`src/jsu_pkg.sv`:
```
// ---------------------------------------------------------------------------
// jsu_pkg: shared types and constants of the JSON string unescaper
// Mode codes, result kinds, the transaction group passed from the front
// to the back, and character constants.
// ---------------------------------------------------------------------------
package jsu_pkg;

    localparam int MAX_CAPACITY = 4096;
    localparam int CAP_W        = 13;
    localparam int LEN_W        = 12;

    localparam logic [CAP_W-1:0] CAP_RESET = 13'd4096;

    // Queue between front and back; depth must be a power of two.
    localparam int QUEUE_DEPTH = 4;
    localparam int QPTR_W      = $clog2(QUEUE_DEPTH);
    localparam int QCNT_W      = $clog2(QUEUE_DEPTH + 1);

    typedef enum logic [2:0] {
        MODE_IDLE,
        MODE_TEXT,
        MODE_ESC,
        MODE_HEX,
        MODE_DONE
    } mode_t;

    typedef enum logic [1:0] {
        KIND_BYTE   = 2'd0,
        KIND_FINISH = 2'd1,
        KIND_REJECT = 2'd2
    } kind_t;

    typedef enum logic [1:0] {
        TERM_NONE,
        TERM_FINISH,
        TERM_REJECT
    } term_t;

    // Results of one processing step: emitted bytes first, then an optional
    // terminating result. more is set when later steps of the same input
    // byte follow.
    typedef struct packed {
        logic [1:0]             n_emit;
        logic [2:0][7:0]        bytes;
        term_t                  term;
        logic [LEN_W-1:0]       base_len;
        logic                   more;
    } group_t;

    localparam logic [7:0] CH_NUL    = 8'h00;
    localparam logic [7:0] CH_QUOTE  = 8'h22;
    localparam logic [7:0] CH_BSLASH = 8'h5C;
    localparam logic [7:0] CH_U      = 8'h75;
    localparam logic [7:0] CH_N      = 8'h6E;
    localparam logic [7:0] CH_T      = 8'h74;

endpackage

```
`src/jsu_queue.sv`:
```
// ---------------------------------------------------------------------------
// jsu_queue: short group queue between front and back
// Register based FIFO of processing groups with simultaneous push and pop.
// ---------------------------------------------------------------------------
module jsu_queue
    import jsu_pkg::*;
(
    input  logic    clk,
    input  logic    rst_n,
    input  logic    wr_en,
    input  group_t  wr_data,
    input  logic    rd_en,
    output group_t  rd_data,
    output logic    q_full,
    output logic    q_empty
);

    group_t              mem_reg [QUEUE_DEPTH];
    logic [QPTR_W-1:0]   wr_ptr_reg, wr_ptr_next;
    logic [QPTR_W-1:0]   rd_ptr_reg, rd_ptr_next;
    logic [QCNT_W-1:0]   count_reg, count_next;
    logic                do_wr, do_rd;

    assign q_full  = (count_reg == QCNT_W'(QUEUE_DEPTH));
    assign q_empty = (count_reg == '0);
    assign do_wr   = wr_en && !q_full;
    assign do_rd   = rd_en && !q_empty;
    assign rd_data = mem_reg[rd_ptr_reg];

    always_comb
    begin
        wr_ptr_next = do_wr ? wr_ptr_reg + 1'b1 : wr_ptr_reg;
        rd_ptr_next = do_rd ? rd_ptr_reg + 1'b1 : rd_ptr_reg;
        count_next  = count_reg;
        if (do_wr && !do_rd)
        begin
            count_next = count_reg + 1'b1;
        end
        else if (do_rd && !do_wr)
        begin
            count_next = count_reg - 1'b1;
        end
    end

    always_ff @(posedge clk or negedge rst_n)
    begin
        if (!rst_n)
        begin
            wr_ptr_reg <= '0;
            rd_ptr_reg <= '0;
            count_reg  <= '0;
        end
        else
        begin
            wr_ptr_reg <= wr_ptr_next;
            rd_ptr_reg <= rd_ptr_next;
            count_reg  <= count_next;
        end
    end

    always_ff @(posedge clk)
    begin
        if (do_wr)
        begin
            mem_reg[wr_ptr_reg] <= wr_data;
        end
    end

endmodule

```
`src/jsu_front.sv`:
```
// ---------------------------------------------------------------------------
// jsu_front: parser front end
// Accepts text bytes, runs the escape and hex parser one step per cycle
// while the queue is not full, replays pending hex characters at the end
// of the text, and hands the results of each step to the queue as one group.
// ---------------------------------------------------------------------------
module jsu_front
    import jsu_pkg::*;
(
    input  logic              clk,
    input  logic              rst_n,
    input  logic              push,
    input  logic [7:0]        text_byte,
    input  logic              first_of_text,
    input  logic              end_after,
    input  logic [CAP_W-1:0]  capacity,
    input  logic              q_full,
    output logic              in_full,
    output logic              grp_valid,
    output group_t            grp
);

    localparam logic [7:0] CH_0  = 8'h30;
    localparam logic [7:0] CH_9  = 8'h39;
    localparam logic [7:0] CH_UA = 8'h41;
    localparam logic [7:0] CH_UF = 8'h46;
    localparam logic [7:0] CH_LA = 8'h61;
    localparam logic [7:0] CH_LF = 8'h66;

    localparam logic [7:0]  BYTE_NL    = 8'h0A;
    localparam logic [7:0]  BYTE_SPACE = 8'h20;
    localparam logic [7:0]  UTF8_LEAD2 = 8'hC0;
    localparam logic [7:0]  UTF8_LEAD3 = 8'hE0;
    localparam logic [7:0]  UTF8_CONT  = 8'h80;
    localparam logic [15:0] CP_2BYTE   = 16'h0080;
    localparam logic [15:0] CP_3BYTE   = 16'h0800;

    // Bit 4 flags a valid digit, bits 3:0 hold its value.
    function automatic logic [4:0] hex_digit(input logic [7:0] c);
        logic [4:0] r;
        r = 5'b0;
        if (c >= CH_0 && c <= CH_9)
        begin
            r = {1'b1, c[3:0]};
        end
        else if ((c >= CH_LA && c <= CH_LF) || (c >= CH_UA && c <= CH_UF))
        begin
            r = {1'b1, 4'(c[3:0] + 4'd9)};
        end
        return r;
    endfunction

    mode_t            mode_reg, mode_next;
    logic [2:0][7:0]  hex_reg, hex_next;
    logic [1:0]       seen_reg, seen_next;
    logic [LEN_W-1:0] count_reg, count_next;
    logic             seq_reg, seq_next;
    logic [2:0][7:0]  rep_reg, rep_next;
    logic [1:0]       rep_n_reg, rep_n_next;
    logic [1:0]       idx_reg, idx_next;

    logic             seq_go, in_take, mode_live, in_op, op_valid, op_end, rep_more;
    logic [7:0]       op_char;
    logic [4:0]       h0, h1, h2, h3;
    logic [15:0]      cp;
    logic [CAP_W-1:0] cap_eff;
    logic [13:0]      base14, cap14, sum14;
    logic [LEN_W-1:0] base;
    logic             fits2, fits3;
    logic [1:0]       n_emit;
    logic [2:0][7:0]  emit_b;
    logic             fin, rej, chk;

    assign in_full   = seq_reg || q_full;
    assign seq_go    = seq_reg && !q_full;
    assign in_take   = push && !in_full;
    assign mode_live = (mode_reg == MODE_TEXT) || (mode_reg == MODE_ESC)
                       || (mode_reg == MODE_HEX);
    assign in_op     = in_take && !first_of_text && mode_live;
    assign op_valid  = seq_go || in_op;
    assign rep_more  = (idx_reg < rep_n_reg);
    assign op_end    = seq_go ? !rep_more : (text_byte == CH_NUL);
    assign op_char   = (seq_go && rep_more) ? rep_reg[idx_reg] : text_byte;

    assign cap_eff = (capacity > CAP_W'(MAX_CAPACITY)) ? CAP_W'(MAX_CAPACITY) : capacity;
    assign cap14   = {1'b0, cap_eff};
    assign base    = (in_take && first_of_text) ? '0 : count_reg;
    assign base14  = {2'b00, base};
    assign fits2   = (base14 + 14'd2) < cap14;
    assign fits3   = (base14 + 14'd3) < cap14;

    // Code point from the leading run of hex digits.
    assign h0 = hex_digit(hex_reg[0]);
    assign h1 = hex_digit(hex_reg[1]);
    assign h2 = hex_digit(hex_reg[2]);
    assign h3 = hex_digit(op_char);

    always_comb
    begin
        if (!h0[4])
        begin
            cp = 16'h0;
        end
        else if (!h1[4])
        begin
            cp = {12'h0, h0[3:0]};
        end
        else if (!h2[4])
        begin
            cp = {8'h0, h0[3:0], h1[3:0]};
        end
        else if (!h3[4])
        begin
            cp = {4'h0, h0[3:0], h1[3:0], h2[3:0]};
        end
        else
        begin
            cp = {h0[3:0], h1[3:0], h2[3:0], h3[3:0]};
        end
    end

    always_comb
    begin
        mode_next  = mode_reg;
        hex_next   = hex_reg;
        seen_next  = seen_reg;
        seq_next   = seq_reg;
        rep_next   = rep_reg;
        rep_n_next = rep_n_reg;
        idx_next   = idx_reg;
        n_emit     = 2'd0;
        emit_b     = '0;
        fin        = 1'b0;
        rej        = 1'b0;
        chk        = 1'b0;

        if (in_take && first_of_text)
        begin
            seen_next = '0;
            hex_next  = '0;
            if (text_byte != CH_QUOTE)
            begin
                rej       = 1'b1;
                mode_next = MODE_DONE;
            end
            else
            begin
                mode_next = MODE_TEXT;
                if (!(14'd1 < cap14) || end_after)
                begin
                    fin = 1'b1;
                end
            end
        end
        else if (op_valid && op_end)
        begin
            unique case (mode_reg)
                MODE_TEXT:
                begin
                    fin = 1'b1;
                end
                MODE_ESC:
                begin
                    // A trailing backslash is kept as a literal.
                    n_emit    = 2'd1;
                    emit_b[0] = CH_BSLASH;
                    fin       = 1'b1;
                end
                MODE_HEX:
                begin
                    // Short hex escape: drop the u, replay what was collected.
                    mode_next  = MODE_TEXT;
                    seen_next  = '0;
                    rep_next   = hex_reg;
                    rep_n_next = seen_reg;
                    idx_next   = '0;
                    seq_next   = 1'b1;
                end
                default:
                begin
                end
            endcase
        end
        else if (op_valid)
        begin
            if (seq_go)
            begin
                idx_next = idx_reg + 1'b1;
            end
            unique case (mode_reg)
                MODE_TEXT:
                begin
                    if (op_char == CH_QUOTE)
                    begin
                        fin = 1'b1;
                    end
                    else if (op_char == CH_BSLASH)
                    begin
                        mode_next = MODE_ESC;
                    end
                    else
                    begin
                        n_emit    = 2'd1;
                        emit_b[0] = op_char;
                        chk       = 1'b1;
                    end
                end
                MODE_ESC:
                begin
                    if (op_char == CH_U)
                    begin
                        mode_next = MODE_HEX;
                        seen_next = '0;
                    end
                    else
                    begin
                        mode_next = MODE_TEXT;
                        n_emit    = 2'd1;
                        chk       = 1'b1;
                        if (op_char == CH_N)
                        begin
                            emit_b[0] = BYTE_NL;
                        end
                        else if (op_char == CH_T)
                        begin
                            emit_b[0] = BYTE_SPACE;
                        end
                        else
                        begin
                            emit_b[0] = op_char;
                        end
                    end
                end
                MODE_HEX:
                begin
                    if (seen_reg != 2'd3)
                    begin
                        hex_next[seen_reg] = op_char;
                        seen_next          = seen_reg + 1'b1;
                    end
                    else
                    begin
                        mode_next = MODE_TEXT;
                        seen_next = '0;
                        if (cp < CP_2BYTE)
                        begin
                            n_emit    = 2'd1;
                            emit_b[0] = cp[7:0];
                            chk       = 1'b1;
                        end
                        else if (cp < CP_3BYTE)
                        begin
                            if (fits2)
                            begin
                                n_emit    = 2'd2;
                                emit_b[0] = UTF8_LEAD2 | {3'b000, cp[10:6]};
                                emit_b[1] = UTF8_CONT | {2'b00, cp[5:0]};
                                chk       = 1'b1;
                            end
                            else
                            begin
                                fin = 1'b1;
                            end
                        end
                        else
                        begin
                            if (fits3)
                            begin
                                n_emit    = 2'd3;
                                emit_b[0] = UTF8_LEAD3 | {4'b0000, cp[15:12]};
                                emit_b[1] = UTF8_CONT | {2'b00, cp[11:6]};
                                emit_b[2] = UTF8_CONT | {2'b00, cp[5:0]};
                                chk       = 1'b1;
                            end
                            else
                            begin
                                fin = 1'b1;
                            end
                        end
                    end
                end
                default:
                begin
                end
            endcase
        end

        sum14 = base14 + {12'b0, n_emit};
        if (chk && !((sum14 + 14'd1) < cap14))
        begin
            fin = 1'b1;
        end
        if (fin)
        begin
            mode_next = MODE_DONE;
        end

        // An end flag on a byte that did not finish the value schedules
        // an end step, which runs from the seq flag once the queue is not full.
        if (in_op && !op_end && end_after && !fin)
        begin
            seq_next   = 1'b1;
            rep_n_next = '0;
            idx_next   = '0;
        end
        if (fin)
        begin
            seq_next = 1'b0;
        end

        count_next = sum14[LEN_W-1:0];
    end

    always_comb
    begin
        grp.n_emit   = n_emit;
        grp.bytes    = emit_b;
        grp.term     = rej ? TERM_REJECT : (fin ? TERM_FINISH : TERM_NONE);
        grp.base_len = base;
        grp.more     = seq_next;
        grp_valid    = (n_emit != 2'd0) || fin || rej;
    end

    always_ff @(posedge clk or negedge rst_n)
    begin
        if (!rst_n)
        begin
            mode_reg  <= MODE_IDLE;
            hex_reg   <= '0;
            seen_reg  <= '0;
            count_reg <= '0;
            seq_reg   <= 1'b0;
            rep_n_reg <= '0;
            idx_reg   <= '0;
        end
        else
        begin
            mode_reg  <= mode_next;
            hex_reg   <= hex_next;
            seen_reg  <= seen_next;
            count_reg <= count_next;
            seq_reg   <= seq_next;
            rep_n_reg <= rep_n_next;
            idx_reg   <= idx_next;
        end
    end

    always_ff @(posedge clk)
    begin
        rep_reg <= rep_next;
    end

endmodule

```
`src/jsu_back.sv`:
```
// ---------------------------------------------------------------------------
// jsu_back: result sequencer
// Walks the group at the head of the queue and presents its results one
// transaction at a time on the result side.
// ---------------------------------------------------------------------------
module jsu_back
    import jsu_pkg::*;
(
    input  logic              clk,
    input  logic              rst_n,
    input  group_t            head,
    input  logic              head_valid,
    input  logic              pop,
    output logic              q_pop,
    output logic              empty,
    output logic [7:0]        out_byte,
    output logic [1:0]        kind,
    output logic [LEN_W-1:0]  out_length,
    output logic              last_in_run
);

    logic [1:0] sub_reg, sub_next;
    logic [2:0] total;
    logic       at_last, take;

    assign total   = {1'b0, head.n_emit} + {2'b00, (head.term != TERM_NONE)};
    assign at_last = ({1'b0, sub_reg} + 3'd1) == total;
    assign take    = pop && head_valid;
    assign q_pop   = take && at_last;
    assign empty   = !head_valid;

    always_comb
    begin
        if (sub_reg < head.n_emit)
        begin
            out_byte   = head.bytes[sub_reg];
            kind       = KIND_BYTE;
            out_length = head.base_len + {{(LEN_W-2){1'b0}}, sub_reg} + 1'b1;
        end
        else
        begin
            out_byte   = 8'h00;
            kind       = (head.term == TERM_REJECT) ? KIND_REJECT : KIND_FINISH;
            out_length = (head.term == TERM_REJECT) ? '0
                         : head.base_len + {{(LEN_W-2){1'b0}}, head.n_emit};
        end
        last_in_run = at_last && ((head.term != TERM_NONE) || !head.more);
        sub_next    = sub_reg;
        if (take)
        begin
            sub_next = at_last ? 2'd0 : sub_reg + 1'b1;
        end
    end

    always_ff @(posedge clk or negedge rst_n)
    begin
        if (!rst_n)
        begin
            sub_reg <= '0;
        end
        else
        begin
            sub_reg <= sub_next;
        end
    end

endmodule

```
`src/json_string_unescape_utf8.sv`:
```
// ---------------------------------------------------------------------------
// json_string_unescape_utf8: JSON string value unescaper with UTF-8 output
// Results of an accepted text byte can be popped in the following cycle at
// the earliest. Throughput: one text byte per cycle while full is low, set
// by the single-step parser in the front; the back delivers one result per
// cycle from the four-group queue while not empty. Ending the text holds the
// input while end steps and replayed hex characters run.
// Reset: parser idle, capacity 4096, queue empty; no clearing pass.
// ---------------------------------------------------------------------------
module json_string_unescape_utf8
    import jsu_pkg::*;
(
    input  logic              clk,
    input  logic              rst_n,
    input  logic              push,
    output logic              full,
    input  logic [7:0]        text_byte,
    input  logic              first_of_text,
    input  logic              end_after,
    output logic              empty,
    input  logic              pop,
    output logic [7:0]        out_byte,
    output logic [1:0]        kind,
    output logic [LEN_W-1:0]  out_length,
    output logic              last_in_run,
    input  logic              cfg_write_en,
    input  logic [CAP_W-1:0]  cfg_write_data
);

    // The output capacity counts the terminator of the software buffer, so
    // at most capacity minus one bytes are produced for each value.
    logic [CAP_W-1:0] capacity_reg;

    // Front to queue and queue to back.
    group_t grp_in;
    group_t grp_head;
    logic   grp_valid;
    logic   q_full;
    logic   q_empty;
    logic   q_pop;

    always_ff @(posedge clk or negedge rst_n)
    begin
        if (!rst_n)
        begin
            capacity_reg <= CAP_RESET;
        end
        else if (cfg_write_en)
        begin
            capacity_reg <= cfg_write_data;
        end
    end

    // The front takes one transaction per cycle unless the queue is full or
    // it is busy with the end-of-text steps, which it runs on its own.
    jsu_front u_front (
        .clk           (clk),
        .rst_n         (rst_n),
        .push          (push),
        .text_byte     (text_byte),
        .first_of_text (first_of_text),
        .end_after     (end_after),
        .capacity      (capacity_reg),
        .q_full        (q_full),
        .in_full       (full),
        .grp_valid     (grp_valid),
        .grp           (grp_in)
    );

    // Each queue entry holds all results of one parser step, so a hex escape
    // that yields three UTF-8 bytes takes a single entry.
    jsu_queue u_queue (
        .clk     (clk),
        .rst_n   (rst_n),
        .wr_en   (grp_valid),
        .wr_data (grp_in),
        .rd_en   (q_pop),
        .rd_data (grp_head),
        .q_full  (q_full),
        .q_empty (q_empty)
    );

    // The back splits the head entry into single result transactions and
    // marks the last result caused by each text byte.
    jsu_back u_back (
        .clk         (clk),
        .rst_n       (rst_n),
        .head        (grp_head),
        .head_valid  (!q_empty),
        .pop         (pop),
        .q_pop       (q_pop),
        .empty       (empty),
        .out_byte    (out_byte),
        .kind        (kind),
        .out_length  (out_length),
        .last_in_run (last_in_run)
    );

endmodule

```
`config.mk`:
```
export PLATFORM = sky130hd
export DESIGN_NAME = json_string_unescape_utf8
export DESIGN_NICKNAME = d
export VERILOG_FILES = /design/src/jsu_pkg.sv /design/src/jsu_queue.sv /design/src/jsu_front.sv /design/src/jsu_back.sv /design/src/json_string_unescape_utf8.sv
export SDC_FILE = /design/constraint.sdc
export NUM_CORES = 1
export LEC_CHECK = 0
export CAP_MARGIN = 20
export CORE_MARGIN = 2
export CORE_UTILIZATION = 58
export CTS_CLUSTER_SIZE = 20
export DETAILED_ROUTE_END_ITERATION = 10
export DONT_BUFFER_PORTS = 1
export HOLD_SLACK_MARGIN = 0.03
export PLACE_DENSITY = 0.83
export SLEW_MARGIN = 20
export SYNTH_ARGS = -nofsm -noshare
export SYNTH_HDL_FRONTEND = slang
export SYNTH_HIERARCHICAL = 1
export SYNTH_SLANG_ARGS = --single-unit
```
`constraint.sdc`:
```
create_clock -name clk -period 10.1 [get_ports clk]
set_clock_uncertainty 0.1 [all_clocks]
set_input_delay 1.01 -clock clk [delete_from_list [all_inputs] [get_ports clk]]
set_output_delay 1.01 -clock clk [all_outputs]
set_load 0.05 [all_outputs]
```
==> run summary, run 1 <==
- **area overhead of the layout relative to synthesis** 9.03%
- **Antenna Diode Count** 0
- **cell with the most instances on the worst path** nor2_1
- **worst setup slack after layout** 575 ps
- **power consumption** 4530 uW
- **via count** 10300
- **worst min path class** primary input to asynchronous set/reset pin
- **net count reported at finish** 1337
- **result of the run** completed
- **clk sinks** 256
- **Synth Cell Area** 0.0145 sq mm
- **pin count of the biggest net entering global routing** 69
- **placement row count** 57
- **worst hold slack after final layout** 67.4 ps
- **Slew HR** 25.8%
- **post-detailed-route DRC marker count** 0
- **critical path's slowest cell** fa_1
- **Final Max Tran Viols** 0
- **clock tree root buffer cell** clkbuf_16
- **HPWL after detailed placement** 24000 um
- **most frequent standard cell in the layout excluding fill and tap cells** edfxtp_1
- **element type at the critical path end** flop
- **max FFs per register** 164
- **clock transition at the registers of the reported paths** 60 ps
- **final count of negative-setup-slack endpoints** 0
- **most used cells in the layout excluding fill and tap cells** edfxtp_1 (188), nor2_1 (92), nand2_1 (86), ha_1 (73), o21ai_0 (69)
- **Unique masters post-synth** 92
- **gate family responsible for the most delay along the worst path** simple AND/OR/NAND/NOR gates
- **full die area** 0.0263 sq mm
- **Starting Density** 59.4%
- **Max-Cap Viols** 0
- **critical path peak fanout** 7
- **register bit total from synthesis** 256
- **Power Density** 286 mW/mm^2
- **DRT iter0 DRCs** 1044
- **sequential-to-total area share from yosys stat** 50.6%
- **Worst Path Required** 10460 ps
- **count of hold buffers inserted by post-cts repair** 0
- **total grt overflow** 0
- **post-place instance area** 0.0149 sq mm
- **post-layout instance count excluding filler cells** 1575
- **buffers and inverters on the worst path** 3
- **total CTS buffers** 26
- **Fmax** 105 MHz
- **Filler Cell Count** 1766
- **clk_lat worst skew** 540 ps
- **EDFF count, synth** 188
- **number of global-route vias before repair** 10000
- **number of failing hold endpoints at the final stage** 0
- **core region area** 0.0245 sq mm
- **mean routed wirelength per cell** 21.9 um
- **Warnings, synthesis** 6
- **Avg Synthesized Cell Area** 11.9 sq um
- **H-tree levels** 1
- **Port Buf Inserts** 0
- **maximum root-to-sink buffer count** 3
- **Arrival @ worst endpoint** 9880 ps
- **DP Worst Slack** -144 ps
- **height of the die** 162 um
- **largest incremental delay on the critical path** 470 ps
- **wire length of the first global-routing pass** 54300 um
- **number of cells after detailed placement** 1523
- **Worst setup SP type** flop
- **Slew @ Worst Pin** 1110 ps
- **final design instance area without fill** 0.0158 sq mm
- **post-route clock period utilization** 94.3%
- **die width** 162 um
- **IO Pins** 53
- **weighted congestion reported at the end of routability-driven placement** 0.936
- **share of cells above drive strength 1** 14.1%
- **leading register cell type out of synthesis** edfxtp_1
- **peak ir drop on the vdd network** 0.000227 V
- **mean number of vias per cell** 6.57
- **share of synthesized flip-flops with an asynchronous set or reset** 26.6%
- **number of antenna violations at the first check in global routing** 0
- **TritonCTS clock tree** done
- **Pre-antenna DRT Iters** 9
- **Final min period** 9530 ps
- **gate count after technology mapping** 1217
- **leakage component of the power** 0.00607 uW
- **Detail Route Antenna Nets** 0
- **DRT Wirelength** 34500 um
- **overall global routing resource usage** 26.1%
- **class of the most critical setup path** flop to flop
[stage by stage]
step                utilization (%)  setup TNS (ps)
floorplan                         -               0
global placement               60.8               0
detailed placement             60.9           -1410
CTS                            64.3               0
global route                   64.7           -5.19
finish                         64.7               0
[power breakdown]
group | leakage (uW) | switching [uW] | internal (uW)
clock | 0.000407 | 396 | 550
sequential | 0.00269 | 173 | 1300
combinational | 0.00298 | 1390 | 721
total | 0.00607 | 1960 | 2570
[worst paths after layout]
path,startpoint,to,slack (ps),cells after the start
worst max register to register,u_queue/count_reg[0],u_queue/count_reg[2],570,43
worst min-delay path,rst_n,u_back/sub_reg[0],70,0
min in group clk,u_front/hex_reg[13],u_front/rep_reg[13],390,0
max in group asynchronous,rst_n,capacity_reg[12],9600,0
worst min register to register,u_front/hex_reg[13],u_front/rep_reg[13],390,0
worst max-delay path,u_queue/count_reg[0],u_queue/count_reg[2],570,43
[per-layer routing]
metal	global-route usage (%)	vias up	wire length [um]
li1	-	4672	-
met1	38.0	5062	14600
met2	41.8	539	16200
met3	3.75	67	2960
met4	6.40	0	706
met5	0	-	0
[repair_timing]
| action | CTS | global route |
|---|---|---|
| gates cloned | 0 | 1 |
| setup buffers | 0 | 3 |
| pin swaps | 0 | 3 |
| endpoints found under the setup margin | 10 | 172 |
| resized for setup | 1 | 11 |
[cell usage after synthesis (19+ instances only)]
master | count | share of area, %
ha_1 | 74 | 6.4
nand2_1 | 86 | 2.2
clkbuf_1 | 19 | 0.49
o21ai_0 | 69 | 2.4
nor2_1 | 92 | 2.4
edfxtp_1 | 188 | 39
nor3_1 | 34 | 1.2
xnor2_1 | 33 | 2.0
mux4_2 | 38 | 5.9
inv_1 | 58 | 1.5
nand3_1 | 66 | 2.3
mux2i_1 | 31 | 2.1
a21oi_1 | 46 | 1.6
dfrtp_1 | 67 | 12
[cell families (layout without fill, tap and decap cells)]
| logic type | Yosys count | after routing | share of synthesized area [%] |
|---|---|---|---|
| compound gates | 256 | 256 | 12.2 |
| xor+xnor | 51 | 51 | 3.08 |
| fa+ha+maj | 78 | 78 | 6.93 |
| buf+inv | 104 | 136 | 3.70 |
| flops | 256 | 256 | 50.6 |
| mux | 93 | 93 | 10.5 |
| other cells | 1 | 2 | 0.0258 |
| simple gates | 378 | 379 | 13.0 |
[area by class of cell]
type | instances | area [sq um] | share of cell area [%]
inverters | 60 | 225 | 1.42
clock inverters | 12 | 120 | 0.759
flip-flops and latches | 256 | 7350 | 46.4
clock buffers | 36 | 719 | 4.54
multi-input cells | 859 | 6750 | 42.6
well taps | 324 | 405 | 2.56
repair buffers | 28 | 260 | 1.64
Note: power is estimated with default switching activity, not from simulation.
==> inputs of run 2 (changes only) <==
- ABC_AREA: default -> 1
- SYNTH_HIERARCHICAL: 1 -> default
==> run summary, run 2 <==
- **Antenna Diode Count** 0, unchanged
- **final count of negative-setup-slack endpoints** 0, unchanged
- **critical path's slowest cell** dfrtp_1
- **count of hold buffers inserted by post-cts repair** 0, unchanged
- **leakage component of the power** 0.00663 uW, +9.2%
- **Slew HR** 28.4%, +2.6 points
- **post-layout instance count excluding filler cells** 1912, +21%
- **cell with the most instances on the worst path** nor2_1
- **post-route clock period utilization** 91.6%, -2.7 points
- **Warnings, synthesis** 0, -6
- **number of antenna violations at the first check in global routing** 0, unchanged
- **net switching share of the total power** 48.8%, +5.4 points
- **unrepaired setup endpoints after global routing** no
- **core region area** 0.0243 sq mm, -0.58%
- **mean routed wirelength per cell** 18.5 um, -16%
- **total CTS buffers** 25, -3.8%
- **clock tree root buffer cell** clkbuf_16
- **result of the run** completed
- **sw power** 2360 uW, +20%
- **via count** 11300, +9.3%
- **net count reported at finish** 1679, +26%
- **Arrival @ worst endpoint** 9560 ps, -320 ps
- **critical path peak fanout** 27, +20
- **gate count after technology mapping** 1576, +29%
- **placement row count** 57, unchanged
- **Clock Power Share** 19.1%, -1.8 points
- **clock transition at the registers of the reported paths** 60 ps, about the same
- **top cell type's share of synthesized area** 37.6%, -1.3 points
- **DRT iter0 DRCs** 1147, +9.9%
- **die width** 161 um, -0.48%
- **Filler Cell Count** 1971, +12%
- **DRT Wirelength** 35400 um, +2.6%
- **sequential-to-total area share from yosys stat** 49.4%, -1.2 points
- **peak ir drop on the vdd network** 0.000438 V, +93%
- **Avg Synthesized Cell Area** 9.12 sq um, -24%
- **depth of the most critical reg-to-reg path** 49, +14%
- **most frequent cell after synthesis** nand2_1
- **Fmax** 108 MHz, +2.9%
- **Final min period** 9260 ps, -270 ps
- **setup TNS** 0 ps, unchanged
- **number of global-route vias before repair** 10900, +8.8%
- **worst setup slack after layout** 845 ps, +270 ps
- **class of the most critical setup path** flop to flop
- **share of synthesized flip-flops with an asynchronous set or reset** 27.4%, +0.86 points
- **pin count of the biggest net entering global routing** 77, +12%
- **H-tree levels** 1, unchanged
- **wire length of the first global-routing pass** 56700 um, +4.6%
- **IO Pins** 53, unchanged
- **Power Density** 311 mW/mm^2, +8.6%
- **max FFs per register** 156, -4.9%
- **share of cells above drive strength 1** 9.19%, -5.0 points
- **Max-Cap Viols** 0, unchanged
- **full die area** 0.0261 sq mm, -0.95%
- **sequential share of power** 30.3%, -2.2 points
- **logic gate share of total power** 50.7%, +4.0 points
- **weighted congestion reported at the end of routability-driven placement** 0.947, +1.2%
- **height of the die** 161 um, -0.48%
- **number of cells after detailed placement** 1868, +23%
- **Starting Density** 59.1%, -0.23 points
- **clk sinks** 248, -3.1%
- **most frequent standard cell in the layout excluding fill and tap cells** nand2_1
- **setup repair bufs after CTS** 0, unchanged
- **worst min path class** primary input to asynchronous set/reset pin
- **Synthesized Nets** 1684
- **number of gates resized after CTS** 0, -1
- **TritonCTS clock tree** done
- **element type at the critical path end** flop
- **internal power contribution** 2480 uW, -3.4%
- **overall global routing resource usage** 27.4%, +1.4 points
- **clk_lat worst skew** 530 ps, about the same
- **Unique masters post-synth** 64, -30%
- **Worst Path Required** 10400 ps, -60 ps
- **most numerous cell types in the synthesized netlist** nand2_1 (310), inv_1 (185), edfxtp_1 (180)
- **area overhead of the layout relative to synthesis** 8.33%
- **Final Max Tran Viols** 0, unchanged
- **most used cells in the layout excluding fill and tap cells** nand2_1 (309), inv_1 (184), edfxtp_1 (180), nor2_1 (147), o21ai_0 (94)
- **Pre-antenna DRT Iters** 5, -4
- **largest incremental delay on the critical path** 440 ps, -30 ps
- **Worst setup SP type** flop
- **biggest area consumer among synthesized cells** edfxtp_1
- **DP Worst Slack** 519 ps, +664 ps
- **Slew @ Worst Pin** 1090 ps, -23.0 ps
- **mean number of vias per cell** 5.91, -10%
- **EDFF count, synth** 180, -4.3%
- **Synth Cell Area** 0.0144 sq mm, -0.97%
- **register bit total from synthesis** 248, -3.1%
- **HPWL after detailed placement** 25300 um, +5.2%
- **post-detailed-route DRC marker count** 0, unchanged
- **Port Buf Inserts** 0, unchanged
- **leading register cell type out of synthesis** edfxtp_1
- **Detail Route Antenna Nets** 0, unchanged
- **leading post-synthesis cells by cell area** edfxtp_1 (38%), dfrtp_1 (12%), nand2_1 (8.1%), ha_1 (6.6%), inv_1 (4.8%)
- **maximum root-to-sink buffer count** 3, unchanged
- **worst hold slack after final layout** 84.9 ps, +17.5 ps
- **number of failing hold endpoints at the final stage** 0, unchanged
- **total grt overflow** 0, unchanged
-- run 2: critical path, delay by kind of cell, from the launching register on --
family | cells | cell delay [ps]
buffers and inverters | 6 | 640
adders and majority gates | 6 | 1650
DFF | 1 | 440
AOI/OAI and AO/OA | 7 | 1540
xor gates and xnor gates | 3 | 660
and+or+nand+nor | 26 | 3770
muxes | 1 | 280
-- run 2: cell families after synthesis --
logic type / share of synthesized area (%)
AOI/OAI and AO/OA: 13.7
xor gates and xnor gates: 3.41
adders and majority gates: 7.17
buffers and inverters: 6.53
DFF: 49.4
muxes: 0.392
and+or+nand+nor: 19.4
-- run 2: power groups by stage --
stage | Sequential [uW] | Combinational, uW | Clock (uW)
global placement | 1470 | 2360 | 0
detailed placement | 1480 | 2430 | 0
floorplan | 1420 | 1940 | 0
global route | 1490 | 2670 | 974
finish | 1470 | 2450 | 925
CTS | 1460 | 2440 | 934
-- run 2: layout make-up --
cell class / count / area (sq um) / area share [%]
clock buffers: 28 / 647 / 4.15
clock inverters: 16 / 171 / 1.10
inverters: 198 / 746 / 4.79
multi-input cells: 1087 / 6410 / 41.2
flip-flops and latches: 248 / 7110 / 45.6
well taps: 324 / 405 / 2.60
repair buffers: 11 / 82.6 / 0.530
-- run 2: path summary, 6_finish.rpt --
check / from / end / slack (ps)
setup / recovery: u_queue.count_reg[1] / u_queue.count_reg[1] / 840
hold / removal: rst_n / capacity_reg[8] / 80
setup reg to reg: u_queue.count_reg[1] / u_queue.count_reg[1] / 840
hold reg to reg: u_front.hex_reg[21] / u_front.rep_reg[21] / 340
max in group asynchronous: rst_n / capacity_reg[12] / 9650
min in group clk: u_front.hex_reg[21] / u_front.rep_reg[21] / 340
-- run 2: layer usage --
metal | GRT usage, % | vias to the layer above | share of wire (%)
met4 | 7.39 | 0 | 2.2
met5 | 0 | - | 0
met2 | 44.0 | 483 | 45
met3 | 3.78 | 63 | 7.8
met1 | 39.6 | 5343 | 45
li1 | - | 5409 | -
-- run 2: metrics by stage --
stage | utilization, % | power (uW) | area (sq um)
floorplan | - | 3360 | 14400
global placement | 60.7 | 3840 | 14800
detailed placement | 60.7 | 3910 | 14800
CTS | 64.0 | 4830 | 15600
global route | 64.0 | 5130 | 15600
finish | 64.0 | 4840 | 15600
